===== src/hw/rtl/pfa_pkg.sv =====
// Shared types and constants of the page frame allocator.
// Used by pfa_front, pfa_back and page_frame_allocator; depends on nothing.
package pfa_pkg;

    localparam int FREE_DEPTH_DEF   = 1024;
    localparam int REGION_DEPTH_DEF = 16;
    localparam int FRAME_BITS_DEF   = 36;

    // request opcodes as they arrive on the input channel
    localparam logic [1:0] OP_ALLOC  = 2'd0;
    localparam logic [1:0] OP_FREE   = 2'd1;
    localparam logic [1:0] OP_REGION = 2'd2;

    // request kind after classification; a region with no pages is a no-op
    typedef enum logic [1:0] {
        K_ALLOC  = 2'd0,
        K_FREE   = 2'd1,
        K_REGION = 2'd2,
        K_NOP    = 2'd3
    } req_kind_t;

    typedef enum logic [1:0] {
        ST_OK          = 2'd0,
        ST_OOM         = 2'd1,
        ST_FREE_FULL   = 2'd2,
        ST_REGION_FULL = 2'd3
    } status_t;

    typedef enum logic {
        BK_EXEC = 1'b0,
        BK_POP  = 1'b1
    } back_state_t;

    // head of the request queue as the back end sees it
    typedef struct packed {
        logic      valid;
        req_kind_t kind;
    } q_ctrl_t;

endpackage


===== src/hw/rtl/pfa_front.sv =====
// Front end of the page frame allocator: accepts requests, classifies them
// and holds them in a two-entry queue. Depends on pfa_pkg.
module pfa_front #(
    parameter int FRAME_BITS = pfa_pkg::FRAME_BITS_DEF
) (
    input  logic                  clk,
    input  logic                  rst_n,
    input  logic                  in_valid,
    output logic                  in_stall,
    input  logic [1:0]            opcode,
    input  logic [FRAME_BITS-1:0] frame_number,
    input  logic [FRAME_BITS-1:0] region_base,
    input  logic [FRAME_BITS-1:0] region_pages,
    output pfa_pkg::q_ctrl_t      q_ctrl,
    output logic [FRAME_BITS-1:0] q_arg,
    output logic [FRAME_BITS-1:0] q_pages,
    input  logic                  q_pop
);
    import pfa_pkg::*;

    req_kind_t             kind_mem [2];
    logic [FRAME_BITS-1:0] arg_mem  [2];
    logic [FRAME_BITS-1:0] pages_mem[2];

    logic       wr_ptr_reg, wr_ptr_next;
    logic       rd_ptr_reg, rd_ptr_next;
    logic [1:0] count_reg, count_next;
    logic       push;
    req_kind_t  kind_in;
    logic [FRAME_BITS-1:0] arg_in;

    // classify the request
    always_comb
    begin
        kind_in = K_NOP;
        arg_in  = frame_number;
        case (opcode)
            OP_ALLOC:  kind_in = K_ALLOC;
            OP_FREE:   kind_in = K_FREE;
            OP_REGION:
            begin
                arg_in  = region_base;
                kind_in = (region_pages != '0) ? K_REGION : K_NOP;
            end
            default:   kind_in = K_NOP;
        endcase
    end

    assign in_stall = (count_reg == 2'd2);
    assign push     = in_valid && !in_stall;

    always_comb
    begin
        wr_ptr_next = push  ? ~wr_ptr_reg : wr_ptr_reg;
        rd_ptr_next = q_pop ? ~rd_ptr_reg : rd_ptr_reg;
        count_next  = count_reg + 2'(push) - 2'(q_pop);
    end

    always_ff @(posedge clk or negedge rst_n)
    begin
        if (!rst_n)
        begin
            wr_ptr_reg <= 1'b0;
            rd_ptr_reg <= 1'b0;
            count_reg  <= 2'd0;
        end
        else
        begin
            wr_ptr_reg <= wr_ptr_next;
            rd_ptr_reg <= rd_ptr_next;
            count_reg  <= count_next;
        end
    end

    always_ff @(posedge clk)
    begin
        if (push)
        begin
            kind_mem[wr_ptr_reg]  <= kind_in;
            arg_mem[wr_ptr_reg]   <= arg_in;
            pages_mem[wr_ptr_reg] <= region_pages;
        end
    end

    assign q_ctrl.valid = (count_reg != 2'd0);
    assign q_ctrl.kind  = kind_mem[rd_ptr_reg];
    assign q_arg        = arg_mem[rd_ptr_reg];
    assign q_pages      = pages_mem[rd_ptr_reg];

endmodule


===== config.mk =====
export PLATFORM = sky130hd
export DESIGN_NAME = pfa_front
export DESIGN_NICKNAME = d
export VERILOG_FILES = /design/src/hw/rtl/pfa_pkg.sv /design/src/hw/rtl/pfa_front.sv
export SDC_FILE = /design/constraint.sdc
export NUM_CORES = 1
export LEC_CHECK = 0
export ABC_AREA = 1
export BUFFER_PORTS_ARGS = -buffer_cell sky130_fd_sc_hd__buf_2
export CORE_MARGIN = 2
export CORE_UTILIZATION = 46
export CTS_CLUSTER_DIAMETER = 50
export DETAILED_ROUTE_END_ITERATION = 8
export PLACE_DENSITY_LB_ADDON = 0.12
export SLEW_MARGIN = 20
export SYNTH_ARGS = -nofsm -noshare
export SYNTH_HDL_FRONTEND = slang
export SYNTH_SLANG_ARGS = --single-unit

===== constraint.sdc =====
create_clock -name clk -period 4.1 [get_ports clk]
set_input_delay 0.205 -clock clk [delete_from_list [all_inputs] [get_ports clk]]
set_output_delay 0.205 -clock clk [all_outputs]
set_load 0.03 [all_outputs]

=== Yosys cells after proc, flatten, opt, wreduce, memory -nomap -nowiden ===
Memories as Yosys holds them, arrays and structs flattened.
Cells that the tools add are included.

* Add/subtract/negate cells: 2
* Eq/ne operators: 3
* Mux-type cells: 5
* Bitwise logic cells: 2
* Reductions and logical operators: 5

{| class="wikitable"
|+ Operators with widths
! operator !! number
|-
| $mux W36 || 1
|-
| $reduce_bool A36 Y1 || 1
|-
| $pmux W2 S3 || 1
|-
| $eq A2 B2 Y1 const B || 2
|-
| $mux W1 || 3
|-
| $add A2 B1 Y2 || 1
|-
| $eq A2 B1 Y1 const B || 1
|-
| $logic_not A2 Y1 || 1
|-
| $not A1 Y1 || 2
|-
| $reduce_bool A2 Y1 || 1
|-
| $sub A2 B1 Y2 || 1
|-
| $logic_and A1 B1 Y1 || 1
|-
| $logic_not A1 Y1 || 1
|}

* Register bits after elaboration: 4
* Memory bits (writable): 148
* Input port bits: 114
* Word-level logic and storage cells: 23
* Memories kept: 3

{| class="wikitable"
|+ Memories
! memory !! words !! bits a word !! read ports !! clocked after memory_dff !! wr ports !! RTL line !! source
|-
| arg_mem || 2 || 36 || 1 || 0 || 1 || pfa_front.sv:22 || <nowiki>logic [FRAME_BITS-1:0] arg_mem [2];</nowiki>
|-
| pages_mem || 2 || 36 || 1 || 0 || 1 || pfa_front.sv:23 || <nowiki>logic [FRAME_BITS-1:0] pages_mem[2];</nowiki>
|-
| kind_mem || 2 || 2 || 1 || 0 || 1 || pfa_front.sv:21 || <nowiki>req_kind_t kind_mem [2];</nowiki>
|}

=== Depth between registers and ports, before layout ===
Gate-level depths: netlist of run 1.

* Depth after elaboration: 5
* Depth in mapped cells: 7

=== Least setup slack after synthesis of run 1 ===
OpenSTA, ideal clock, no wires.

* Kind: register to register
* Start point: reg count_reg[1]
* End point: mem arg_mem[0][0] (netlist bit), enable pin
* Library setup time: 0.506 ns
* Data arrival time: 3.640 ns
* Required time: 3.594 ns
* Setup slack: -0.046 ns
* Cell stages (with the launch flop): 4
* Period minus slack after synthesis: 4.146 ns
* Cells stage by stage: dfrtp_1 > inv_1 > o21ai_2 > nor2_1

* Word-level cells in the longest chain between the ends: 5

{| class="wikitable"
|+ RTL lines
! element !! RTL line !! source
|-
| start: declaration || pfa_front.sv:27 || <nowiki>logic [1:0] count_reg, count_next;</nowiki>
|-
| start signal: assignment || pfa_front.sv:71 || <nowiki>count_reg <= count_next;</nowiki>
|-
| $eq A2 B2 Y1 || pfa_front.sv:49 || <nowiki>assign in_stall = (count_reg == 2'd2);</nowiki>
|-
| $logic_not A1 Y1 || pfa_front.sv:50 || <nowiki>assign push = in_valid && !in_stall;</nowiki>
|-
| $logic_and A1 B1 Y1 || pfa_front.sv:50 ||
|-
| $mux W1 || pfa_front.sv:77 || <nowiki>if (push)</nowiki>
|-
| $mux W1 (implied by the code) || pfa_front.sv:80 || <nowiki>arg_mem[wr_ptr_reg] <= arg_in;</nowiki>
|-
| end: declaration || pfa_front.sv:22 ||
|}

Every way passes these cells.

=== Final worst setup path of run 1 ===
* Start point: reg rd_ptr_reg
* End point: out q_arg[19]

* Word-level cells in the longest chain between the ends: 1

{| class="wikitable"
|+ RTL lines
! element !! RTL line !! source
|-
| start: declaration || pfa_front.sv:26 || <nowiki>logic rd_ptr_reg, rd_ptr_next;</nowiki>
|-
| start signal: assignment || pfa_front.sv:70 || <nowiki>rd_ptr_reg <= rd_ptr_next;</nowiki>
|-
| $mem_v2 Z2 W36 || -- ||
|-
| end: declaration || pfa_front.sv:15 || <nowiki>output logic [FRAME_BITS-1:0] q_arg,</nowiki>
|}

Every way passes these cells.

==> flow_metrics.tcl, run 1 <==
set metrics [dict create \
    cts_tree "built" \
    setup_viol 0 \
    start_util_pct 47.3 \
    fp.dieH_um 121 \
    ys_warn_count 0 \
    cts.path.max_buffers 2 \
    fin_tns_setup_ns 0 \
    grt_max_degree 76 \
    core-area_sq_um 13300 \
    portBuffers 189 \
    synth-compound-area-share_pct 0.139 \
    synth.distinct_cells 19 \
    drtAntennaViolNets 0 \
    hold_viol 0 \
    synth-edff-count 148 \
    path_clk_slew_ns 0.05 \
    yosysSeqAreaShare_pct 72.3 \
    multi_input_area_sq_um 1590 \
    internal_power_mw 3.93 \
    register_area_sq_um 4550 \
    rows 42 \
    vias 3590 \
    clkPwrFrac_pct 27.7 \
    drt_iter0_markers 144 \
    drive_gt1_share_pct 59.5 \
    syn_area_per_cell_sq_um 19.4 \
    p_sw_share_pct 33.7 \
    syn_to_final_growth_pct 33.0 \
    clockRootBuffer "clkbuf_16" \
    timing.fmax_mhz 424 \
    grt_overflow 0 \
    start_kind "register" \
    crit_arrival_ns 2.16 \
    cts_max_level 4 \
    synth_area_leaders "edfxtp_1 71%, mux2_2 14%, mux2_4 7.2%, dfrtp_1 1.6%, nor2_1 1.4%" \
    fin_crit_sh_pct 57.6 \
    synthXorXnorAreaFrac_pct 0.558 \
    synth_most_common_cell "edfxtp_1" \
    synthArstFlopShare_pct 2.63 \
    postSynthCellCount 323 \
    outcome "finished, final reports clean" \
    hp-class "input port to register" \
    clock-sinks 152 \
    min_period_ns 2.36 \
    insertion_delay_ns 0.41 \
    syn_area_sq_um 6280 \
    nNetsFinal 674 \
    synthTopCellsByCount "148 x edfxtp_1, 80 x mux2_2, 30 x mux2_4, 24 x nor2_1, 7 x nand2_1" \
    grt.total_usage_pct 16.5 \
    pwr-share-seq_pct 39.8 \
    synth_top_family_by_area "multiplexers" \
    muxShareOfSynthArea_pct 21.5 \
    viasPerCell 4.81 \
    synth_top_area_cell "edfxtp_1" \
    combinationalPowerShare_pct 32.6 \
    syn-num-nets 439 \
    end_kind "output pin" \
    synth_ff_type "edfxtp_1" \
    final_max_slew_viol_count 0 \
    fillCellCount 1004 \
    cts_resized 0 \
    yosys.area.top_type_share_pct 70.7 \
    p_leak_nw 3.35 \
    routed_wl_um 11600 \
    diodes 0 \
    drcViolationCount 0 \
    p_sw_mw 2.00 \
    dieArea_sq_um 14600 \
    rsz0062_at_grt "no" \
    io_pins 190 \
    post_cts.repair.setup_buffers 0 \
    reg_top3 "arg_mem (72), pages_mem (72), kind_mem (4)" \
    clock_skew_ns 0.00461 \
    synth_fa_ha_area_share_pct 0.398 \
    cts_buffers 17 \
    path_class "register to output pin" \
    gp_congestion 0.729 \
    fp.dieW_um 121 \
    max-vdd-ir-drop_mv 0.413 \
    tightest_slew_ns 1.02 \
    hpwl_um 7540 \
    ctsHoldBuffers 34 \
    grt_pass1_wl_um 18100 \
    synthSimpleGateAreaFrac_pct 2.43 \
    whs_ns 0.0207 \
    dr.pass1.iters 4 \
    required_ns 3.89 \
    grt_pass1_vias 3748 \
    antenna_found_initial 0 \
    wire_per_inst_um 15.5 \
    critPathMaxFanout 75 \
    power-per-cell-area_nw_per_um2 710 \
    ys_ff_latch 152 \
    max-cap-violations 0 \
    maxSlewHeadroom_pct 31.7 \
]
## stage by stage
step | cell area [sq um] | instances | setup WS (ns) | utilization, % | power [mW]
after global routing | 8350 | 747 | 1.61 | 62.8 | 6.21
after global placement | 7360 | 679 | 2.11 | 55.4 | 4.31
after floorplan | 6280 | 323 | -0.0460 | - | 3.82
final | 8350 | 747 | 1.74 | 62.8 | 5.93
after detailed placement | 7360 | 679 | 2.13 | 55.4 | 4.33
after CTS | 8330 | 745 | 1.68 | 62.7 | 6.01
## cell usage in the layout (no fill, tap or decap)
master / count
buf_12: 1
buf_2: 189
buf_4: 2
bufinv_16: 5
clkbuf_16: 17
clkinv_2: 7
clkinvlp_4: 3
dfrtp_1: 3
dfrtp_4: 1
dlygate4sd3_1: 36
edfxtp_1: 148
ha_1: 2
inv_1: 6
mux2_2: 80
mux2_4: 30
nand2_1: 7
nand2_4: 1
nand4_1: 3
nor2_1: 22
nor2_4: 2
o21ai_2: 1
or2_2: 1
xnor2_1: 1
xor2_1: 3
## cell families after synthesis
kind of cell               after synthesis
DFF                                    152
xor gates and xnor gates                 4
and+or+nand+nor                         36
buffers and inverters                   18
AOI/OAI and AO/OA                        1
adders and majority gates                2
muxes                                  110
## power groups by stage
stage / Sequential, mW / Combinational [mW] / Clock (mW)
finish: 2.36 / 1.93 / 1.64
global route: 2.41 / 2.05 / 1.75
CTS: 2.37 / 1.96 / 1.67
detailed placement: 2.40 / 1.93 / 0
global placement: 2.38 / 1.93 / 0
floorplan: 2.26 / 1.56 / 0
## cell type report
type                       instances  share of cell area (%)
sequential                       152                    54.4
multi-input combinational        153                    19.0
timing repair buffer             228                    16.1
clock buffer                      17                    5.09
tap                              176                    2.64
clock inverter                    15                    2.49
inverter                           6                   0.270
## layer usage
metal  share of wire [%]  vias up  GRT usage [%]
li1                    -     1711              -
met1                  41     1729           19.1
met2                  50      136           28.2
met3                 7.4       14           6.06
met4                 1.3        0           5.89
met5                   0        -              0
## path summary, 6_finish.rpt
check | start | end | slack [ns] | depth (start not counted)
min | region_pages[34] | pages_mem[1][34] | 0.02 | 1
max in group asynchronous | rst_n | rd_ptr_reg | 3.82 | 2
min reg2reg | count_reg[0] | count_reg[0] | 0.58 | 1
max reg2reg | count_reg[1] | pages_mem[0][4] | 2.23 | 4
min in group asynchronous | rst_n | wr_ptr_reg | 0.14 | 2
max | rd_ptr_reg | q_arg[19] | 1.74 | 2
## worst max-delay path, cell delays in order (launching register included)
cell and delay [ns]:
dfrtp_4 1.10, mux2_2 0.43, buf_2 0.18
(Power assumes the default switching activity.)
==> inputs of run 2 (changes only) <==
--- a/config.mk
+++ b/config.mk
@@ -5,7 +5,7 @@
 export SDC_FILE = /design/constraint.sdc
 export NUM_CORES = 1
 export LEC_CHECK = 0
-export ABC_AREA = 1
+export ABC_AREA = 0
 export BUFFER_PORTS_ARGS = -buffer_cell sky130_fd_sc_hd__buf_2
 export CORE_MARGIN = 2
 export CORE_UTILIZATION = 46
==> constraint.sdc (replaced) <==
create_clock -name clk -period 2.16 [get_ports clk]
set_input_delay 0.108 -clock clk [delete_from_list [all_inputs] [get_ports clk]]
set_output_delay 0.108 -clock clk [all_outputs]
set_load 0.03 [all_outputs]
==> flow_metrics.tcl, run 2 <==
set metrics [dict create \
    dr.pass1.iters 4 \
    cts_resized 0 \
    dpl_cell_area_sq_um 7370 \
    syn-num-nets 420 \
    reg_top3 "arg_mem (72), pages_mem (72), kind_mem (4)" \
    min_period_ns 1.97 \
    synthTopCellsByCount "148 x edfxtp_1, 80 x mux2_2, 30 x mux2_4, 7 x nor4_1, 5 x buf_6" \
    final_max_slew_viol_count 0 \
    hpwl_um 7460 \
    rr_worst_depth 7 \
    outcome "finished, final reports clean" \
    ys_ff_latch 152 \
    path_class "input port to register" \
    required_ns 2.31 \
    grt_pass1_vias 3680 \
    grt_overflow 0 \
    cts_buffers 17 \
    hp-class "input port to register" \
    max-cap-violations 0 \
    synth_most_common_cell "edfxtp_1" \
    drive_gt1_share_pct 57.5 \
    wl_met2_um 5990 \
    power-per-cell-area_nw_per_um2 1280 \
    grt_max_degree 76 \
    max-vdd-ir-drop_mv 0.583 \
    whs_ns 0.0170 \
    viasPerCell 4.77 \
    core-area_sq_um 13200 \
    wire_per_inst_um 15.7 \
    hold_viol 0 \
    rows 42 \
    cts_tree "built" \
    top_layer "met4" \
    vias 3600 \
    critPathMaxFanout 36 \
    maxSlewHeadroom_pct 65.5 \
    fin_tns_setup_ns 0 \
    antenna_found_initial 1 \
    drtAntennaViolNets 0 \
    fin_crit_sh_pct 91.2 \
    start_kind "input port" \
    yosysSeqAreaShare_pct 72.6 \
    synth_top_area_cell "edfxtp_1" \
    yosys.area.top_type_share_pct 71.0 \
    p_leak_nw 3.32 \
    syn_to_final_growth_pct 35.8 \
    synth.distinct_cells 24 \
    timing.fmax_mhz 508 \
    wl_met3_um 874 \
    clock-sinks 152 \
    hold_depth 2 \
    fp.dieH_um 121 \
    synth_area_leaders "edfxtp_1 71%, mux2_2 14%, mux2_4 7.2%, dfrtp_1 1.6%, buf_12 1.3%" \
    routed_wl_um 11800 \
    wl_met1_um 4790 \
    drt_iter0_markers 167 \
    portBuffers 189 \
    final_area_sq_um 8500 \
    start_util_pct 47.2 \
    syn_area_sq_um 6260 \
    setup_viol 0 \
    synthArstFlopShare_pct 2.63 \
    fp.dieW_um 121 \
    gp_congestion 0.761 \
    path_clk_slew_ns 0.06 \
    cts_max_level 4 \
    end_kind "register" \
    io_pins 190 \
    synth-edff-count 148 \
    syn_area_per_cell_sq_um 20.6 \
    post-place-ws_ns 0.530 \
    ys_warn_count 0 \
    post_cts.repair.setup_buffers 0 \
    layout_common_cells "189 x buf_2, 148 x edfxtp_1, 80 x mux2_2, 60 x dlygate4sd3_1, 30 x mux2_4" \
    insertion_delay_ns 0.41 \
    dieArea_sq_um 14500 \
    synth_ff_type "edfxtp_1" \
    cts.path.max_buffers 2 \
    clockRootBuffer "clkbuf_16" \
    postSynthCellCount 304 \
    mostFrequentLayoutCell "buf_2" \
    rsz0062_at_grt "no" \
    grt.total_usage_pct 16.6 \
    nNetsFinal 680 \
    drcViolationCount 0 \
    crit_arrival_ns 2.12 \
    clock_skew_ns 0.00449 \
    grt_pass1_wl_um 18100 \
    tightest_slew_ns 0.510 \
    worst_slack_ns 0.190 \
]
==> run 2: changes by cell type in the layout (fill, tap and decap cells not counted), moves of 3 or more <==
cell           before  now
clkinv_1            0    6
bufinv_16           5    1
inv_1               6    3
nor2_1             22    1
nor4_1              0    7
clkinv_2            7    3
dlygate4sd3_1      36   60
buf_12              1    5
nand2_1             7    2
clkbuf_1            0    3
==> run 2: kinds of logic after synthesis <==
group           after synthesis  synth area share (%)
flops                       152                  72.6
mux                         110                  21.6
simple gates                 19                  1.88
buf+inv                      16                  2.80
xor+xnor                      4                 0.560
fa+ha+maj                     2                 0.400
compound gates                1                 0.120
==> run 2: per-stage QoR <==
stage               instances  utilization [%]  total power, mW
floorplan                 304                -             7.19
CTS                       753             64.2             11.0
global placement          661             55.7             8.23
global route              753             64.2             11.3
finish                    754             64.2             10.8
detailed placement        661             55.7             8.28
==> run 2: report_power, final <==
group	switching [mW]	internal (mW)
Sequential	0.148	4.05
Clock	1.04	1.55
Combinational	2.57	1.48
==> run 2: what timing repair did <==
action                                  4_1_cts  5_1_grt
hold buffers                                 60        0
endpoints found under the setup margin        0        0
endpoints found under the hold margin       105        0
==> run 2: cell type report <==
| type | count | area (sq um) |
|---|---|---|
| clock buffers | 20 | 437 |
| flip-flops and latches | 152 | 4550 |
| inverters | 3 | 11.3 |
| clock inverters | 12 | 83.8 |
| well taps | 176 | 220 |
| fillers | 1024 | 4740 |
| multi-input cells | 136 | 1550 |
| repair buffers | 254 | 1650 |
| diodes | 1 | 2.50 |
==> run 2: layer usage <==
metal | track usage (%) | vias up
met5 | 0 | -
met4 | 6.10 | 0
met3 | 5.52 | 15
met2 | 28.2 | 137
met1 | 19.5 | 1715
li1 | - | 1733
==> run 2: path summary, 6_finish.rpt <==
kind | end | slack [ns] | from
min in group asynchronous | rd_ptr_reg | 0.05 | rst_n
worst max-delay path | arg_mem[1][13] | 0.19 | opcode[1]
worst max register to register | count_reg[1] | 0.54 | count_reg[1]
worst min register to register | count_reg[1] | 0.50 | count_reg[1]
max in group asynchronous | rd_ptr_reg | 1.98 | rst_n
worst min-delay path | arg_mem[0][10] | 0.02 | region_base[10]
==> run 2: critical path, cell delays in order <==
cell	delay, ns
dlygate4sd3_1	0.52
buf_2	0.14
nor2b_4	0.16
buf_12	0.24
mux2_4	0.32
dlygate4sd3_1	0.57
